`config.mk`:
```
export PLATFORM = sky130hd
export DESIGN_NAME = multichannel_pulse_energy_meter_top_flat
export DESIGN_NICKNAME = d
export VERILOG_FILES = /design/src/rtl/core/mpem_pkg.sv /design/src/rtl/core/mpem_req_if.sv /design/src/rtl/core/mpem_rsp_if.sv /design/src/rtl/core/mpem_csr.sv /design/src/rtl/core/mpem_divider.sv /design/src/rtl/core/multichannel_pulse_energy_meter_top.sv /design/src/flat_wrapper.sv
export SDC_FILE = /design/constraint.sdc
export NUM_CORES = 2
export LEC_CHECK = 0
export BUFFER_PORTS_ARGS = -buffer_cell sky130_fd_sc_hd__buf_2
export CORE_MARGIN = 5
export CORE_UTILIZATION = 25
export DETAILED_ROUTE_END_ITERATION = 6
export GPL_ROUTABILITY_DRIVEN = 0
export PLACE_DENSITY = 0.48
export SKIP_LAST_GASP = 1
export SYNTH_ARGS = -nofsm -noshare
export SYNTH_HDL_FRONTEND = slang
export SYNTH_SLANG_ARGS = --single-unit
```
`constraint.sdc`:
```
create_clock -name clock -period 12.1 [get_ports clock]
set_input_delay 3.025 -clock clock [delete_from_list [all_inputs] [get_ports clock]]
set_output_delay 3.025 -clock clock [all_outputs]
set_load 0.005 [all_outputs]
```
`src/rtl/core/mpem_pkg.sv`:
```
// Shared widths and constants for the multichannel pulse energy meter.
// No dependencies; every other file of the block but mpem_divider uses it by scoped names.
package mpem_pkg;

   localparam int NUM_CH    = 8;    // pulse lines carried by the sample
   localparam int CH_W      = 3;    // channel number width
   localparam int LEVELS_W  = 8;    // pin_levels field
   localparam int STAMP_W   = 48;   // sample_time and period_ticks fields
   localparam int OUT_W     = 32;   // counts, energy and power fields
   localparam int RATE_W    = 16;   // pulses per kWh register
   localparam int CSR_IDX_W = 4;    // register index, wide enough to see stray writes

   localparam logic [OUT_W-1:0] SAT = {OUT_W{1'b1}};

endpackage

```
`src/rtl/core/mpem_req_if.sv`:
```
// Sample channel of the pulse energy meter: valid/ready plus sample payload.
// Depends on mpem_pkg for field widths.
interface mpem_req_if;
   logic                             valid;
   logic                             ready;
   logic [mpem_pkg::LEVELS_W-1:0]    pin_levels;
   logic [mpem_pkg::STAMP_W-1:0]     sample_time;

   modport source (output valid, output pin_levels, output sample_time, input ready);
   modport sink   (input valid, input pin_levels, input sample_time, output ready);
endinterface

```
`src/rtl/core/mpem_rsp_if.sv`:
```
// Result channel of the pulse energy meter: valid/ready plus one channel result.
// Depends on mpem_pkg for field widths.
interface mpem_rsp_if;
   logic                             valid;
   logic                             ready;
   logic [mpem_pkg::CH_W-1:0]        channel;
   logic [mpem_pkg::OUT_W-1:0]       pulse_count;
   logic [mpem_pkg::STAMP_W-1:0]     period_ticks;
   logic [mpem_pkg::OUT_W-1:0]       energy_wh;
   logic [mpem_pkg::OUT_W-1:0]       power_w;
   logic [mpem_pkg::OUT_W-1:0]       total_pulses;
   logic                             divide_fault;
   logic                             last_of_sample;

   modport source (output valid, output channel, output pulse_count, output period_ticks,
                   output energy_wh, output power_w, output total_pulses,
                   output divide_fault, output last_of_sample, input ready);
   modport sink   (input valid, input channel, input pulse_count, input period_ticks,
                   input energy_wh, input power_w, input total_pulses,
                   input divide_fault, input last_of_sample, output ready);
endinterface

```
`src/rtl/core/mpem_csr.sv`:
```
// Rate register file: one pulses-per-kWh register per channel, write-only port.
// Depends on mpem_pkg; read back internally at the channel being worked on.
module mpem_csr (
   input  logic                               clock,
   input  logic                               reset,
   input  logic                               we,
   input  logic [mpem_pkg::CSR_IDX_W-1:0]     index,
   input  logic [mpem_pkg::RATE_W-1:0]        wdata,
   input  logic [mpem_pkg::CH_W-1:0]          rd_ch,
   output logic [mpem_pkg::RATE_W-1:0]        rd_rate
);

   logic [mpem_pkg::RATE_W-1:0] rate_ff [mpem_pkg::NUM_CH];
   logic                        hit;

   // drop writes beyond the last register
   assign hit = we && (index[mpem_pkg::CSR_IDX_W-1:mpem_pkg::CH_W] == '0);

   always_ff @(posedge clock) begin
      if (reset) begin
         for (int i = 0; i < mpem_pkg::NUM_CH; i++) begin
            rate_ff[i] <= '0;
         end
      end else if (hit) begin
         rate_ff[index[mpem_pkg::CH_W-1:0]] <= wdata;
      end
   end

   assign rd_rate = rate_ff[rd_ch];

endmodule

```
`src/rtl/core/mpem_divider.sv`:
```
// Shared restoring divider: one quotient bit per cycle for a DIVIDEND_W-bit quotient.
// Depends on nothing; done pulses in the cycle after the last step with quotient held.
module mpem_divider #(
   parameter int DIVIDEND_W = 42,
   parameter int DIVISOR_W  = 48
) (
   input  logic                    clock,
   input  logic                    reset,
   input  logic                    start,
   input  logic [DIVIDEND_W-1:0]   dividend,
   input  logic [DIVISOR_W-1:0]    divisor,
   output logic                    busy,
   output logic                    done,
   output logic [DIVIDEND_W-1:0]   quotient
);

   localparam int STEP_W = $clog2(DIVIDEND_W + 1);

   logic [STEP_W-1:0]     step_ff,  step_in;
   logic                  done_ff,  done_in;
   logic [DIVISOR_W-1:0]  rem_ff,   rem_in;
   logic [DIVIDEND_W-1:0] quo_ff,   quo_in;
   logic [DIVISOR_W-1:0]  dvs_ff,   dvs_in;
   logic [DIVISOR_W:0]    trial;
   logic [DIVISOR_W:0]    diff;
   logic                  ge;

   assign trial = {rem_ff, quo_ff[DIVIDEND_W-1]};
   assign diff  = trial - {1'b0, dvs_ff};
   assign ge    = trial >= {1'b0, dvs_ff};

   always_comb begin
      step_in = step_ff;
      done_in = 1'b0;
      rem_in  = rem_ff;
      quo_in  = quo_ff;
      dvs_in  = dvs_ff;
      if (start) begin
         step_in = STEP_W'(DIVIDEND_W);
         rem_in  = '0;
         quo_in  = dividend;
         dvs_in  = divisor;
      end else if (step_ff != '0) begin
         step_in = step_ff - 1'b1;
         rem_in  = ge ? diff[DIVISOR_W-1:0] : trial[DIVISOR_W-1:0];
         quo_in  = {quo_ff[DIVIDEND_W-2:0], ge};
         done_in = (step_ff == STEP_W'(1));
      end
   end

   always_ff @(posedge clock) begin
      if (reset) begin
         step_ff <= '0;
         done_ff <= 1'b0;
      end else begin
         step_ff <= step_in;
         done_ff <= done_in;
      end
      rem_ff <= rem_in;
      quo_ff <= quo_in;
      dvs_ff <= dvs_in;
   end

   assign busy     = (step_ff != '0);
   assign done     = done_ff;
   assign quotient = quo_ff;

endmodule

```
`src/rtl/core/multichannel_pulse_energy_meter_top.sv`:
```
// Multichannel pulse energy meter: edge detect, per-channel counters and a sequencer
// driving one shared divider for energy and power. Uses mpem_pkg, mpem_csr, mpem_divider.
// Per sample: latch the rising lines and scan the channels; for each rising channel the
// divider forms energy = count * 1000 / rate and power = (NUM / rate) / period. A zero
// rate saturates both, a zero period the power, with divide_fault. One sample at a time: req
// ready only when idle. Synchronous reset clears counters, pulse times, line levels, rates.
module multichannel_pulse_energy_meter_top #(
   parameter int          CHANNELS         = 8,
   parameter int unsigned TICKS_PER_SECOND = 1000000,
   parameter int          TIME_BITS        = 48,
   parameter int          COUNT_BITS       = 32
) (
   input  logic                             clock,
   input  logic                             reset,
   mpem_req_if.sink                         req_bus,
   mpem_rsp_if.source                       rsp_bus,
   input  logic                             csr_we,
   input  logic [mpem_pkg::CSR_IDX_W-1:0]   csr_index,
   input  logic [mpem_pkg::RATE_W-1:0]      csr_wdata
);

   localparam int          NCH    = mpem_pkg::NUM_CH;
   localparam int          CHW    = mpem_pkg::CH_W;
   localparam int          OW     = mpem_pkg::OUT_W;
   localparam int          EW     = COUNT_BITS + 10;
   localparam logic [63:0] NUM    = 64'd3600000 * 64'(TICKS_PER_SECOND);
   localparam int          NUM_W  = $clog2(NUM + 64'd1);
   localparam int          DIVW_A = (EW > NUM_W) ? EW : NUM_W;
   localparam int          DIVW   = (DIVW_A > OW + 1) ? DIVW_A : OW + 1;
   localparam logic [DIVW-1:0] NUM_D = DIVW'(NUM);
   localparam logic [NCH:0]    MASK_X = (NCH + 1)'(1) << CHANNELS;
   localparam logic [NCH-1:0]  CH_MASK = NCH'(MASK_X - 1'b1);

   typedef enum logic [2:0] {
      ST_IDLE, ST_SCAN, ST_ENERGY, ST_WAIT_E, ST_WAIT_N, ST_WAIT_P, ST_OUT
   } state_type;

   state_type               state_ff, state_in;
   logic [NCH-1:0]          prev_ff, prev_in;
   logic [NCH-1:0]          rise_ff, rise_in;
   logic [TIME_BITS-1:0]    time_ff, time_in;
   logic [CHW-1:0]          ch_ff, ch_in;
   logic [TIME_BITS-1:0]    last_time_ff [NCH];
   logic [TIME_BITS-1:0]    last_time_in [NCH];
   logic [COUNT_BITS-1:0]   count_ff [NCH];
   logic [COUNT_BITS-1:0]   count_in [NCH];
   logic [COUNT_BITS-1:0]   total_ff, total_in;
   logic [COUNT_BITS-1:0]   res_cnt_ff, res_cnt_in;
   logic [COUNT_BITS-1:0]   res_tot_ff, res_tot_in;
   logic [TIME_BITS-1:0]    period_ff, period_in;
   logic [OW-1:0]           energy_ff, energy_in;
   logic [OW-1:0]           power_ff, power_in;
   logic                    fault_ff, fault_in;
   logic                    last_ff, last_in;

   logic [mpem_pkg::RATE_W-1:0] rate;
   logic                    div_start;
   logic [DIVW-1:0]         div_dividend;
   logic [TIME_BITS-1:0]    div_divisor;
   logic                    div_busy;
   logic                    div_done;
   logic [DIVW-1:0]         div_quo;
   logic [OW-1:0]           div_sat;
   logic [EW-1:0]           prod;
   logic [NCH-1:0]          levels;
   logic [NCH-1:0]          rise_clr;
   logic [COUNT_BITS-1:0]   cnt_next;
   logic [COUNT_BITS-1:0]   tot_next;

   mpem_csr u_csr (
      .clock   (clock),
      .reset   (reset),
      .we      (csr_we),
      .index   (csr_index),
      .wdata   (csr_wdata),
      .rd_ch   (ch_ff),
      .rd_rate (rate)
   );

   mpem_divider #(
      .DIVIDEND_W (DIVW),
      .DIVISOR_W  (TIME_BITS)
   ) u_div (
      .clock    (clock),
      .reset    (reset),
      .start    (div_start),
      .dividend (div_dividend),
      .divisor  (div_divisor),
      .busy     (div_busy),
      .done     (div_done),
      .quotient (div_quo)
   );

   // count * 1000 as count * (1024 - 16 - 8)
   assign prod = (EW'(res_cnt_ff) << 10) - (EW'(res_cnt_ff) << 4) - (EW'(res_cnt_ff) << 3);
   assign div_sat  = (|div_quo[DIVW-1:OW]) ? mpem_pkg::SAT : div_quo[OW-1:0];
   assign levels   = req_bus.pin_levels[NCH-1:0] & CH_MASK;
   assign rise_clr = rise_ff & ~(NCH'(1) << ch_ff);
   assign cnt_next = count_ff[ch_ff] + 1'b1;
   assign tot_next = total_ff + 1'b1;

   always_comb begin
      state_in     = state_ff;
      prev_in      = prev_ff;
      rise_in      = rise_ff;
      time_in      = time_ff;
      ch_in        = ch_ff;
      last_time_in = last_time_ff;
      count_in     = count_ff;
      total_in     = total_ff;
      res_cnt_in   = res_cnt_ff;
      res_tot_in   = res_tot_ff;
      period_in    = period_ff;
      energy_in    = energy_ff;
      power_in     = power_ff;
      fault_in     = fault_ff;
      last_in      = last_ff;
      div_start    = 1'b0;
      div_dividend = NUM_D;
      div_divisor  = TIME_BITS'(rate);
      case (state_ff)
         ST_IDLE: begin
            if (req_bus.valid) begin
               rise_in  = levels & ~prev_ff;
               prev_in  = levels;
               time_in  = TIME_BITS'(req_bus.sample_time);
               ch_in    = '0;
               state_in = ST_SCAN;
            end
         end
         ST_SCAN: begin
            if (rise_ff == '0) begin
               state_in = ST_IDLE;
            end else if (rise_ff[ch_ff]) begin
               period_in           = time_ff - last_time_ff[ch_ff];
               last_time_in[ch_ff] = time_ff;
               count_in[ch_ff]     = cnt_next;
               total_in            = tot_next;
               res_cnt_in          = cnt_next;
               res_tot_in          = tot_next;
               rise_in             = rise_clr;
               last_in             = (rise_clr == '0);
               state_in            = ST_ENERGY;
            end else begin
               ch_in = ch_ff + 1'b1;
            end
         end
         ST_ENERGY: begin
            if (rate == '0) begin
               energy_in = mpem_pkg::SAT;
               power_in  = mpem_pkg::SAT;
               fault_in  = 1'b1;
               state_in  = ST_OUT;
            end else begin
               fault_in     = 1'b0;
               div_start    = 1'b1;
               div_dividend = DIVW'(prod);
               state_in     = ST_WAIT_E;
            end
         end
         ST_WAIT_E: begin
            if (div_done) begin
               energy_in = div_sat;
               div_start = 1'b1;
               state_in  = ST_WAIT_N;
            end
         end
         ST_WAIT_N: begin
            if (div_done) begin
               if (period_ff == '0) begin
                  power_in = mpem_pkg::SAT;
                  fault_in = 1'b1;
                  state_in = ST_OUT;
               end else begin
                  // second stage of power: (NUM / rate) / period
                  div_start    = 1'b1;
                  div_dividend = div_quo;
                  div_divisor  = period_ff;
                  state_in     = ST_WAIT_P;
               end
            end
         end
         ST_WAIT_P: begin
            if (div_done) begin
               power_in = div_sat;
               state_in = ST_OUT;
            end
         end
         ST_OUT: begin
            if (rsp_bus.ready) begin
               state_in = last_ff ? ST_IDLE : ST_SCAN;
            end
         end
         default: begin
            state_in = ST_IDLE;
         end
      endcase
   end

   always_ff @(posedge clock) begin
      if (reset) begin
         state_ff <= ST_IDLE;
         prev_ff  <= '0;
         total_ff <= '0;
         for (int i = 0; i < NCH; i++) begin
            last_time_ff[i] <= '0;
            count_ff[i]     <= '0;
         end
      end else begin
         state_ff     <= state_in;
         prev_ff      <= prev_in;
         total_ff     <= total_in;
         last_time_ff <= last_time_in;
         count_ff     <= count_in;
      end
      rise_ff    <= rise_in;
      time_ff    <= time_in;
      ch_ff      <= ch_in;
      res_cnt_ff <= res_cnt_in;
      res_tot_ff <= res_tot_in;
      period_ff  <= period_in;
      energy_ff  <= energy_in;
      power_ff   <= power_in;
      fault_ff   <= fault_in;
      last_ff    <= last_in;
   end

   assign req_bus.ready          = (state_ff == ST_IDLE);
   assign rsp_bus.valid          = (state_ff == ST_OUT);
   assign rsp_bus.channel        = ch_ff;
   assign rsp_bus.pulse_count    = OW'(res_cnt_ff);
   assign rsp_bus.period_ticks   = mpem_pkg::STAMP_W'(period_ff);
   assign rsp_bus.energy_wh      = energy_ff;
   assign rsp_bus.power_w        = power_ff;
   assign rsp_bus.total_pulses   = OW'(res_tot_ff);
   assign rsp_bus.divide_fault   = fault_ff;
   assign rsp_bus.last_of_sample = last_ff;

   a_div_start_idle: assert property (@(posedge clock) disable iff (reset)
      div_start |-> !div_busy)
      else $error("divider restarted while busy");

   a_no_overlap: assert property (@(posedge clock) disable iff (reset)
      rsp_bus.valid |-> !req_bus.ready)
      else $error("sample taken while a result is pending");

   a_fault_sat: assert property (@(posedge clock) disable iff (reset)
      (rsp_bus.valid && rsp_bus.divide_fault) |-> (rsp_bus.power_w == mpem_pkg::SAT))
      else $error("fault result without saturated power");

   a_last_frees: assert property (@(posedge clock) disable iff (reset)
      (rsp_bus.valid && rsp_bus.ready && rsp_bus.last_of_sample) |=> req_bus.ready)
      else $error("not ready after final result of a sample");

endmodule
```
`src/flat_wrapper.sv`:
```
// flat-port wrapper written by rule: the top's interface ports become plain ports
module multichannel_pulse_energy_meter_top_flat 
#(
   parameter int          CHANNELS         = 8,
   parameter int unsigned TICKS_PER_SECOND = 1000000,
   parameter int          TIME_BITS        = 48,
   parameter int          COUNT_BITS       = 32
)
  (clock, reset, csr_we, csr_index, csr_wdata, req_bus_valid, req_bus_pin_levels, req_bus_sample_time, req_bus_ready, rsp_bus_valid, rsp_bus_channel, rsp_bus_pulse_count, rsp_bus_period_ticks, rsp_bus_energy_wh, rsp_bus_power_w, rsp_bus_total_pulses, rsp_bus_divide_fault, rsp_bus_last_of_sample, rsp_bus_ready);
  mpem_req_if req_bus_i ();
  mpem_rsp_if rsp_bus_i ();
  input  logic clock;
  input  logic reset;
  input  logic csr_we;
  input  logic [mpem_pkg::CSR_IDX_W-1:0] csr_index;
  input  logic [mpem_pkg::RATE_W-1:0] csr_wdata;
  input wire logic [$bits(req_bus_i.valid)-1:0] req_bus_valid;
  input wire logic [$bits(req_bus_i.pin_levels)-1:0] req_bus_pin_levels;
  input wire logic [$bits(req_bus_i.sample_time)-1:0] req_bus_sample_time;
  output wire logic [$bits(req_bus_i.ready)-1:0] req_bus_ready;
  output wire logic [$bits(rsp_bus_i.valid)-1:0] rsp_bus_valid;
  output wire logic [$bits(rsp_bus_i.channel)-1:0] rsp_bus_channel;
  output wire logic [$bits(rsp_bus_i.pulse_count)-1:0] rsp_bus_pulse_count;
  output wire logic [$bits(rsp_bus_i.period_ticks)-1:0] rsp_bus_period_ticks;
  output wire logic [$bits(rsp_bus_i.energy_wh)-1:0] rsp_bus_energy_wh;
  output wire logic [$bits(rsp_bus_i.power_w)-1:0] rsp_bus_power_w;
  output wire logic [$bits(rsp_bus_i.total_pulses)-1:0] rsp_bus_total_pulses;
  output wire logic [$bits(rsp_bus_i.divide_fault)-1:0] rsp_bus_divide_fault;
  output wire logic [$bits(rsp_bus_i.last_of_sample)-1:0] rsp_bus_last_of_sample;
  input wire logic [$bits(rsp_bus_i.ready)-1:0] rsp_bus_ready;
  assign req_bus_i.valid = req_bus_valid;
  assign req_bus_i.pin_levels = req_bus_pin_levels;
  assign req_bus_i.sample_time = req_bus_sample_time;
  assign req_bus_ready = req_bus_i.ready;
  assign rsp_bus_valid = rsp_bus_i.valid;
  assign rsp_bus_channel = rsp_bus_i.channel;
  assign rsp_bus_pulse_count = rsp_bus_i.pulse_count;
  assign rsp_bus_period_ticks = rsp_bus_i.period_ticks;
  assign rsp_bus_energy_wh = rsp_bus_i.energy_wh;
  assign rsp_bus_power_w = rsp_bus_i.power_w;
  assign rsp_bus_total_pulses = rsp_bus_i.total_pulses;
  assign rsp_bus_divide_fault = rsp_bus_i.divide_fault;
  assign rsp_bus_last_of_sample = rsp_bus_i.last_of_sample;
  assign rsp_bus_i.ready = rsp_bus_ready;
  multichannel_pulse_energy_meter_top #(.CHANNELS(CHANNELS), .TICKS_PER_SECOND(TICKS_PER_SECOND), .TIME_BITS(TIME_BITS), .COUNT_BITS(COUNT_BITS)) u_core (.clock(clock), .reset(reset), .req_bus(req_bus_i), .rsp_bus(rsp_bus_i), .csr_we(csr_we), .csr_index(csr_index), .csr_wdata(csr_wdata));
endmodule
```
Yosys cells after proc, flatten, opt, wreduce, memory -nomap -nowiden
Memories as Yosys holds them, arrays and structs flattened. A register that Yosys moved wholly into a read port is not among the register bits.
Index checks and enable logic that the tools add are counted.
{"block": "word_totals", "reg_bits": 1065, "latchBits": 0, "mem_bits_rw": 128, "rom_bits": 0, "in_bits": 81, "output_inout_bits": 183, "word_cells": 176, "memories": 1}
{"block": "classes", "addsub": 8, "multipliers": 0, "div_mod_pow": 0, "magnitude_cmp": 4, "eq_ne": 19, "shift": 1, "mux": 70, "n_bitwise": 10, "reduce_logical": 27}
{"memory": "u_core.u_csr.rate_ff", "depth": 8, "word_bits": 16, "rd": 1, "rd_clocked_by_memory_dff": 1, "wr": 8, "line_no": "mpem_csr.sv:13", "source": "logic [mpem_pkg::RATE_W-1:0] rate_ff [mpem_pkg::NUM_CH];"}
{"op": "bitwise mux 384 bit", "n": 1}
{"op": "bitwise mux 256 bit", "n": 1}
{"op": "two-way mux 32 bit", "n": 8}
{"op": "two-way mux 42 bit", "n": 5}
{"op": "two-way mux 48 bit", "n": 4}
{"op": "binary-select mux 48 bit (select 3 bit)", "n": 1}
{"op": "demux 48 bit (select 3 bit)", "n": 1}
{"op": "binary-select mux 32 bit (select 3 bit)", "n": 1}
{"op": "demux 32 bit (select 3 bit)", "n": 1}
{"op": "case mux 32 bit (3 select lines)", "n": 1}
{"op": "subtractor 48 bit", "n": 2}
{"op": "case mux 42 bit (2 select lines)", "n": 1}
{"op": "adder 32 x 1 -> 32 bit, second input constant", "n": 2}
{"op": "two-way mux 16 bit", "n": 4}
{"op": "case mux 32 bit (2 select lines)", "n": 1}
{"op": ">= comparator 49 x 48 -> 1 bit", "n": 1}
{"op": "logical NOT 48 bit", "n": 1}
{"op": "subtractor 42 x 35 -> 42 bit", "n": 1}
{"op": "subtractor 42 x 36 -> 42 bit", "n": 1}
{"op": "two-way mux 3 bit", "n": 13}
{"op": "two-way mux 8 bit", "n": 3}
{"op": "case mux 3 bit (7 select lines)", "n": 1}
{"op": "AND 8 bit", "n": 2}
{"op": "logical NOT 16 bit", "n": 1}
{"op": "other kinds (40)", "n": 81}

Depth between registers and ports, before layout
{"block": "logic_depth", "ltp_word": 7, "ltp_mapped": 25, "ltp_nobuf": 16}

By module
A second synthesis with hierarchy kept.
{"block": "unflattened", "cells_unflattened": 6426, "hier_area_um2": 58766.4}
{"mod": "multichannel_pulse_energy_meter_top", "instances": 1, "cells_each": 5157, "area_per_inst_um2": 44243.7, "seq_area_each_um2": 20789.9}
{"mod": "mpem_divider", "instances": 1, "cells_each": 895, "area_per_inst_um2": 8673.3, "seq_area_each_um2": 3803.6}
{"mod": "mpem_csr", "instances": 1, "cells_each": 374, "area_per_inst_um2": 5849.4, "seq_area_each_um2": 3843.7}

Least setup slack after synthesis
OpenSTA, ideal clock, no wires.
{"block": "synth_path", "path_kind": "register to register", "start": "reg u_core.ch_ff[1] (netlist: u_core.rsp_bus.channel[1])", "end": "reg u_core.total_ff[12]", "setup_time_ps": 128, "arrival_ps": 5709, "t_required_ps": 11972, "slack_ps": 6264, "stages_incl_launch_ff": 14, "path_buffers": 5, "synth_period_minus_slack_ps": 5836, "cell_sequence": "edfxtp_1 -> buf_6 -> buf_6 -> nor2_1 -> buf_2 -> a22o_1 -> a221oi_1 -> nand2b_1 -> buf_2 -> inv_2 -> buf_1 -> nand2_1 -> xor2_1 -> nor2_1"}
{"block": "synth_via", "elab_chain_cells": 3}
{"element": "start, declared", "line_no": "multichannel_pulse_energy_meter_top.sv:42", "source": "logic [CHW-1:0] ch_ff, ch_in;"}
{"element": "start signal, assigned", "line_no": "multichannel_pulse_energy_meter_top.sv:218", "source": "ch_ff <= ch_in;"}
{"element": "binary-select mux 1 bit (select 3 bit)", "line_no": "multichannel_pulse_energy_meter_top.sv:134", "source": "end else if (rise_ff[ch_ff]) begin"}
{"element": "two-way mux 1 bit (implied by the code)", "line_no": "multichannel_pulse_energy_meter_top.sv:134"}
{"element": "AND reduction 3 bit (no source line)"}
{"element": "end signal, assigned", "line_no": "multichannel_pulse_energy_meter_top.sv:212", "source": "total_ff <= total_in;"}
{"element": "end, declared", "line_no": "multichannel_pulse_energy_meter_top.sv:47", "source": "logic [COUNT_BITS-1:0] total_ff, total_in;"}
No other way between the ends. The select of a mux whose other input is x is not followed.
A chain may end at the register's enable or synchronous reset.

Worst setup path in the final report
{"block": "layout_path", "start": "reg u_core.ch_ff[0] (netlist: u_core.rsp_bus.channel[0])", "end": "reg u_core.count_ff[204] in the netlist's numbering"}
{"block": "layout_via", "elab_chain_cells": 6, "elab_cells_between_ends": 14, "cone_classes": "1 x add/sub; 2 x order compare; 8 x mux; 1 x bitwise; 2 x reduce/logical"}
{"element": "inverter 3 -> 4 bit (implied by the code)", "line_no": "multichannel_pulse_energy_meter_top.sv:99, multichannel_pulse_energy_meter_top.sv:137"}
{"element": "binary-select mux 32 bit (select 3 bit), or another cell as far along", "line_no": "multichannel_pulse_energy_meter_top.sv:99", "source": "assign cnt_next = count_ff[ch_ff] + 1'b1;"}
{"element": "two-way mux 32 bit (implied by the code) / logical AND 1 bit (equally long branches)", "line_no": "multichannel_pulse_energy_meter_top.sv:99, multichannel_pulse_energy_meter_top.sv:137"}
{"element": "two-way mux 32 bit (on tied branches)", "line_no": "multichannel_pulse_energy_meter_top.sv:99, multichannel_pulse_energy_meter_top.sv:137"}
{"element": "adder 32 x 1 -> 32 bit / demux 32 bit (select 3 bit) (equally long branches)", "line_no": "multichannel_pulse_energy_meter_top.sv:99, multichannel_pulse_energy_meter_top.sv:137"}
{"element": "bitwise mux 256 bit", "line_no": "multichannel_pulse_energy_meter_top.sv:137", "source": "count_in[ch_ff] = cnt_next;"}
{"element": "end signal, assigned", "line_no": "multichannel_pulse_energy_meter_top.sv:214", "source": "count_ff <= count_in;"}
{"element": "end, declared", "line_no": "multichannel_pulse_energy_meter_top.sv:45", "source": "logic [COUNT_BITS-1:0] count_ff [NCH];"}
Several ways; a longest one is shown, not always the timed one. The select of a mux whose other input is x is not followed.

==> results.txt <==
----------------------------------------------------
[Global route]
  Global route overflow ... 0
  Number of global-route vias before repair ... approximately 45000
  Pin count of the biggest net entering global routing ... 105
  Overall Global Routing Usage ... between 15 and 20%
  Antenna violations before repair ... 27
  Wire length of the first global-routing pass ... ~300000 um

[Outcome]
  Outcome ... finished, final reports clean

[Critical path]
  Crit Reg-Reg Endpoint ... u_core.count_ff[204]
  Req. time, crit path ... ~13 ns
  Worst-path maximum fanout ... just under 60
  Reg-to-Reg Start ... u_core.rsp_bus.channel[0]
  Worst Reg2Reg Path Length in Cells ... 15
  Family with the most delay on the worst path ... buffers and inverters
  Startpoint class of the critical path ... flip-flop
  Crit path top cell by count ... sky130_fd_sc_hd__buf_4
  Crit path DAT ... between 6 and 7 ns
  Worst-path cell chain ... buf_4, buf_4, and2b_1, nand2_1, o21ai_0, a221oi_1, buf_4, nand2b_1, buf_4, inv_6, buf_4, nand2_4, buf_4, nand2_1, a21oi_1
  Worst stage delay on the critical path ... approximately 0.69 ns
  Crit end category ... flip-flop
  Crit path buffers/inverters ... 7
  Worst setup slack for register-to-register paths ... just under 6 ns
  Slowest-stage cell, CP ... sky130_fd_sc_hd__buf_4
  Worst Setup SP ... u_core.rsp_bus.channel[0]
  Crit path capture ... u_core.count_ff[204]
  Setup Crit Path Kind ... flip-flop to flip-flop
  Number of cells on the critical path ... 15

[Drt]
  1st-iter DRT viols ... 4153
  DRT antenna net count ... 0
  Router iterations before antenna repair ... 6
  Number of DRC violations after detailed routing ... 0
  DR vias/cell ... around 4.9
  Vias ... ~46000
  Final wirelength ... roughly 200000 um
  Average wire length per cell after detail routing ... approximately 21 um

[Synth]
  Largest family of logic cells by synthesized area ... simple AND/OR/NAND/NOR gates
  Adder-cell share of the synthesized area ... 4.27%
  Seq/Total Area, Yosys ... approximately half
  Proportion of synthesized flip-flops having asynchronous set or reset ... 0%
  Warning count from the yosys run ... 0
  Post-synthesis cell count ... 6223
  Combined area of all synthesized cells ... ~58000 sq um
  Multiplexer fraction of the synthesized cell area ... roughly 4.9%
  Mean Syn Cell Area ... 9.29 sq um
  Share of the synthesized area in compound gates (AO/OA/AOI/OAI) ... 15.5%
  Post-synthesis cell type count ... 90
  #FFs+latches synth ... about 1200
  Synth Area in XOR/XNOR ... under 10%
  Number of nets in the synthesized netlist ... between 6000 and 7000
  Top FF cell, synth ... sky130_fd_sc_hd__dfxtp_1
  Number of flops mapped to enable cells by yosys ... about 460
  Synthesized-area fraction occupied by and/or/nand/nor cells ... a little under a fifth

[CTS]
  Setup fix buffers added after clock tree synthesis ... 0
  Cell at the root of the clock tree ... sky130_fd_sc_hd__clkbuf_16
  Cts hold-fix bufs ... 0
  Number of levels the H-tree was split into ... 4
  Deepest clock path buffer count ... 3
  Gates resized, CTS repair ... 0
  Insertion delay of the later-clocked pin in the worst-skew pair ... between 0.8 and 0.9 ns
  TritonCTS clock tree ... built
  Clk sink count ... 1196
  CTS buffer count ... around 140
  Clk pin slew, worst setup/hold paths ... approximately 0.060 ns

[Finish]
  Ratio of cells with drive above 1 in the final layout ... between 10% and 20%
  Layout Nets ... 6526
  Layout area overhead ... 14.7%
  Post-Route Utilization ... about 29%
  Non-filler instance count after layout ... around 9400

[Placed design]
  Detailed Place HPWL ... between 100000 and 150000 um
  Placed cell count ... roughly 9200
  Number of input and output port buffers inserted ... about 260

[STA]
  Setup Skew ... roughly 0.067 ns
  Final number of max-transition violations ... 0
  Setup repair after global routing missed its margin ... no
  Slew headroom ... between 20% and 30%
  Post-route clock period utilization ... between 50% and 60%
  # setup viols final ... 0
  Highest clock rate ... approximately 0.16 GHz
  Crit path time final ... between 6 and 7 ns
  Transition time at the pin with the least slew margin ... ~1.2 ns
  Final Hold Viols ... 0
  Setup tns final ... 0 ns

[Power and ir drop]
  IR drop worst, VDD ... ~0.15 mV
  Static Leakage ... between 0.02 and 0.025 uW
  Power density of the placed cells ... approximately 230 nW/um^2
  Final total power ... 15400 uW

[Floorplan]
  Die area ... 241000 sq um
  Floorplan row count ... between 150 and 200
  Overall die height ... between 400 and 500 um
  Starting utilization of the core area ... 25.1%
  Number of top-level design ports ... 264
  Core area ... about 230000 sq um
  Die Span X ... between 400 and 500 um

[Min path]
  Worst Hold Depth ... 2
  Type of the worst min-delay path ... flip-flop to flip-flop

[Job]
  Number of max-capacitance violations reported ... 0

----------------------------------------------------
==> how the worst min path moves through the flow <==
stage | from | to
after floorplan | u_core.count_ff[112] | u_core.count_ff[112]
after global placement | u_core.prev_ff[5] | u_core.prev_ff[5]
after detailed placement | u_core.prev_ff[6] | u_core.prev_ff[6]
after CTS | u_core.prev_ff[6] | u_core.prev_ff[6]
after global routing | u_core.last_time_ff[230] | u_core.last_time_ff[230]
final | u_core.prev_ff[4] | u_core.prev_ff[4]
==> power breakdown <==
| group | leakage [uW] | internal (uW) | switching [uW] |
|---|---|---|---|
| combinational | 0.0106 | 2020 | 3730 |
| clock | 0.00220 | 2350 | 1830 |
| sequential | 0.0104 | 4860 | 568 |
| total | 0.0233 | 9240 | 6120 |
==> logic make-up (layout without fill, tap and decap cells) <==
family | Yosys count | after routing
buffers and inverters | 601 | 751
other | 0 | 16
AOI/OAI and AO/OA | 1518 | 1518
and+or+nand+nor | 2340 | 2340
muxes | 182 | 182
xor gates and xnor gates | 205 | 205
DFF | 1196 | 1196
adders and majority gates | 181 | 181
==> flip-flops by register name, indices dropped and copies added, names as in the netlist, 8 cells and up, named ones only <==
| signal | flops |
|---|---|
| u_core.last_time_ff | 384 |
| u_core.count_ff | 256 |
| u_core.u_csr.rate_ff | 128 |
| u_core.rsp_bus.period_ticks | 48 |
| u_core.time_ff | 48 |
| u_core.u_div.dvs_ff | 48 |
| u_core.u_div.rem_ff | 48 |
| u_core.u_div.quotient | 42 |
| u_core.rsp_bus.energy_wh | 32 |
| u_core.rsp_bus.power_w | 32 |
| u_core.rsp_bus.pulse_count | 32 |
| u_core.rsp_bus.total_pulses | 32 |
| u_core.total_ff | 32 |
| u_core.prev_ff | 8 |
| u_core.rise_ff | 8 |
==> worst register-to-register path, cell delays in order, from the launching register on <==
cell and delay, ns:
sky130_fd_sc_hd__edfxtp_1 0.32, sky130_fd_sc_hd__buf_4 0.36, sky130_fd_sc_hd__buf_4 0.71, sky130_fd_sc_hd__and2b_1 0.55, sky130_fd_sc_hd__nand2_1 0.09, sky130_fd_sc_hd__o21ai_0 0.08, sky130_fd_sc_hd__a221oi_1 0.10, sky130_fd_sc_hd__buf_4 0.20
sky130_fd_sc_hd__nand2b_1 0.60, sky130_fd_sc_hd__buf_4 0.44, sky130_fd_sc_hd__inv_6 0.51, sky130_fd_sc_hd__buf_4 0.60, sky130_fd_sc_hd__nand2_4 0.61, sky130_fd_sc_hd__buf_4 0.65, sky130_fd_sc_hd__nand2_1 0.15, sky130_fd_sc_hd__a21oi_1 0.07
==> metrics by stage <==
step / area (sq um) / worst slack [ns] / hold WS, ns
2_1_floorplan: 57800 / 6.26 / 0.431
3_3_place_gp: 61800 / 6.00 / 0.437
3_5_place_dp: 61800 / 5.89 / 0.442
4_1_cts: 66300 / 5.87 / 0.451
5_1_grt: 66300 / 5.51 / 0.465
6_report: 66300 / 5.86 / 0.449
==> layout make-up <==
| type | count | area [sq um] |
|---|---|---|
| tap | 3026 | 3790 |
| antenna | 16 | 40.0 |
| sequential | 1196 | 28500 |
| multi-input combinational | 4426 | 26900 |
| clock buffer | 188 | 3850 |
| timing repair buffer | 344 | 1950 |
| fill | 24100 | 164000 |
| inverter | 159 | 606 |
| clock inverter | 60 | 678 |
==> Yosys cell counts, drive strengths merged (7+ instances only) <==
| master | n | share of area [%] |
|---|---|---|
| a211oi | 43 | 0.56 |
| a21boi | 7 | 0.091 |
| a21o | 74 | 0.96 |
| a21oi | 815 | 7.1 |
| a221o | 11 | 0.19 |
| a221oi | 49 | 0.75 |
| a22o | 12 | 0.18 |
| a22oi | 110 | 1.4 |
| a31oi | 23 | 0.25 |
| and2 | 178 | 1.9 |
| and3 | 44 | 0.48 |
| and4 | 28 | 0.42 |
| buf | 105 | 1.3 |
| clkbuf | 335 | 2.2 |
| dfxtp | 741 | 26 |
| edfxtp | 455 | 24 |
| fa | 27 | 0.93 |
| ha | 154 | 3.3 |
| inv | 157 | 1.0 |
| mux2 | 23 | 0.45 |
| mux2i | 83 | 1.4 |
| mux4 | 76 | 3.1 |
| nand2 | 1400 | 9.1 |
| nand2b | 39 | 0.42 |
| nand3 | 66 | 0.58 |
| nand3b | 63 | 0.82 |
| nand4 | 35 | 0.38 |
| nor2 | 253 | 1.7 |
| nor2b | 23 | 0.25 |
| nor3 | 71 | 0.64 |
| nor4 | 31 | 0.36 |
| o211a | 14 | 0.24 |
| o211ai | 14 | 0.18 |
| o21a | 18 | 0.23 |
| o21ai | 227 | 2.0 |
| o21bai | 23 | 0.30 |
| o22ai | 16 | 0.17 |
| o31ai | 9 | 0.12 |
| or2 | 79 | 0.85 |
| or3 | 14 | 0.15 |
| xnor2 | 111 | 1.7 |
| xor2 | 94 | 1.4 |
==> metal layers <==
metal  up-vias  routed length (um)  track usage [%]
met5         -                  21                0
met4         4                6860             5.61
met3       311               11100             2.44
met2      1453               93400             26.2
met1     22700               90600             21.9
li1      21800                   -                -
==> layout by cell type (no fill, tap or decap), types with 152 or more instances in the layout <==
cell type	count
sky130_fd_sc_hd__nand2_1	1391
sky130_fd_sc_hd__a21oi_1	814
sky130_fd_sc_hd__dfxtp_1	740
sky130_fd_sc_hd__edfxtp_1	455
sky130_fd_sc_hd__buf_2	262
sky130_fd_sc_hd__nor2_1	240
sky130_fd_sc_hd__o21ai_0	227
sky130_fd_sc_hd__and2_1	177
sky130_fd_sc_hd__ha_1	154
sky130_fd_sc_hd__inv_1	152
No activity file was read; power rests on OpenSTA's default activity.
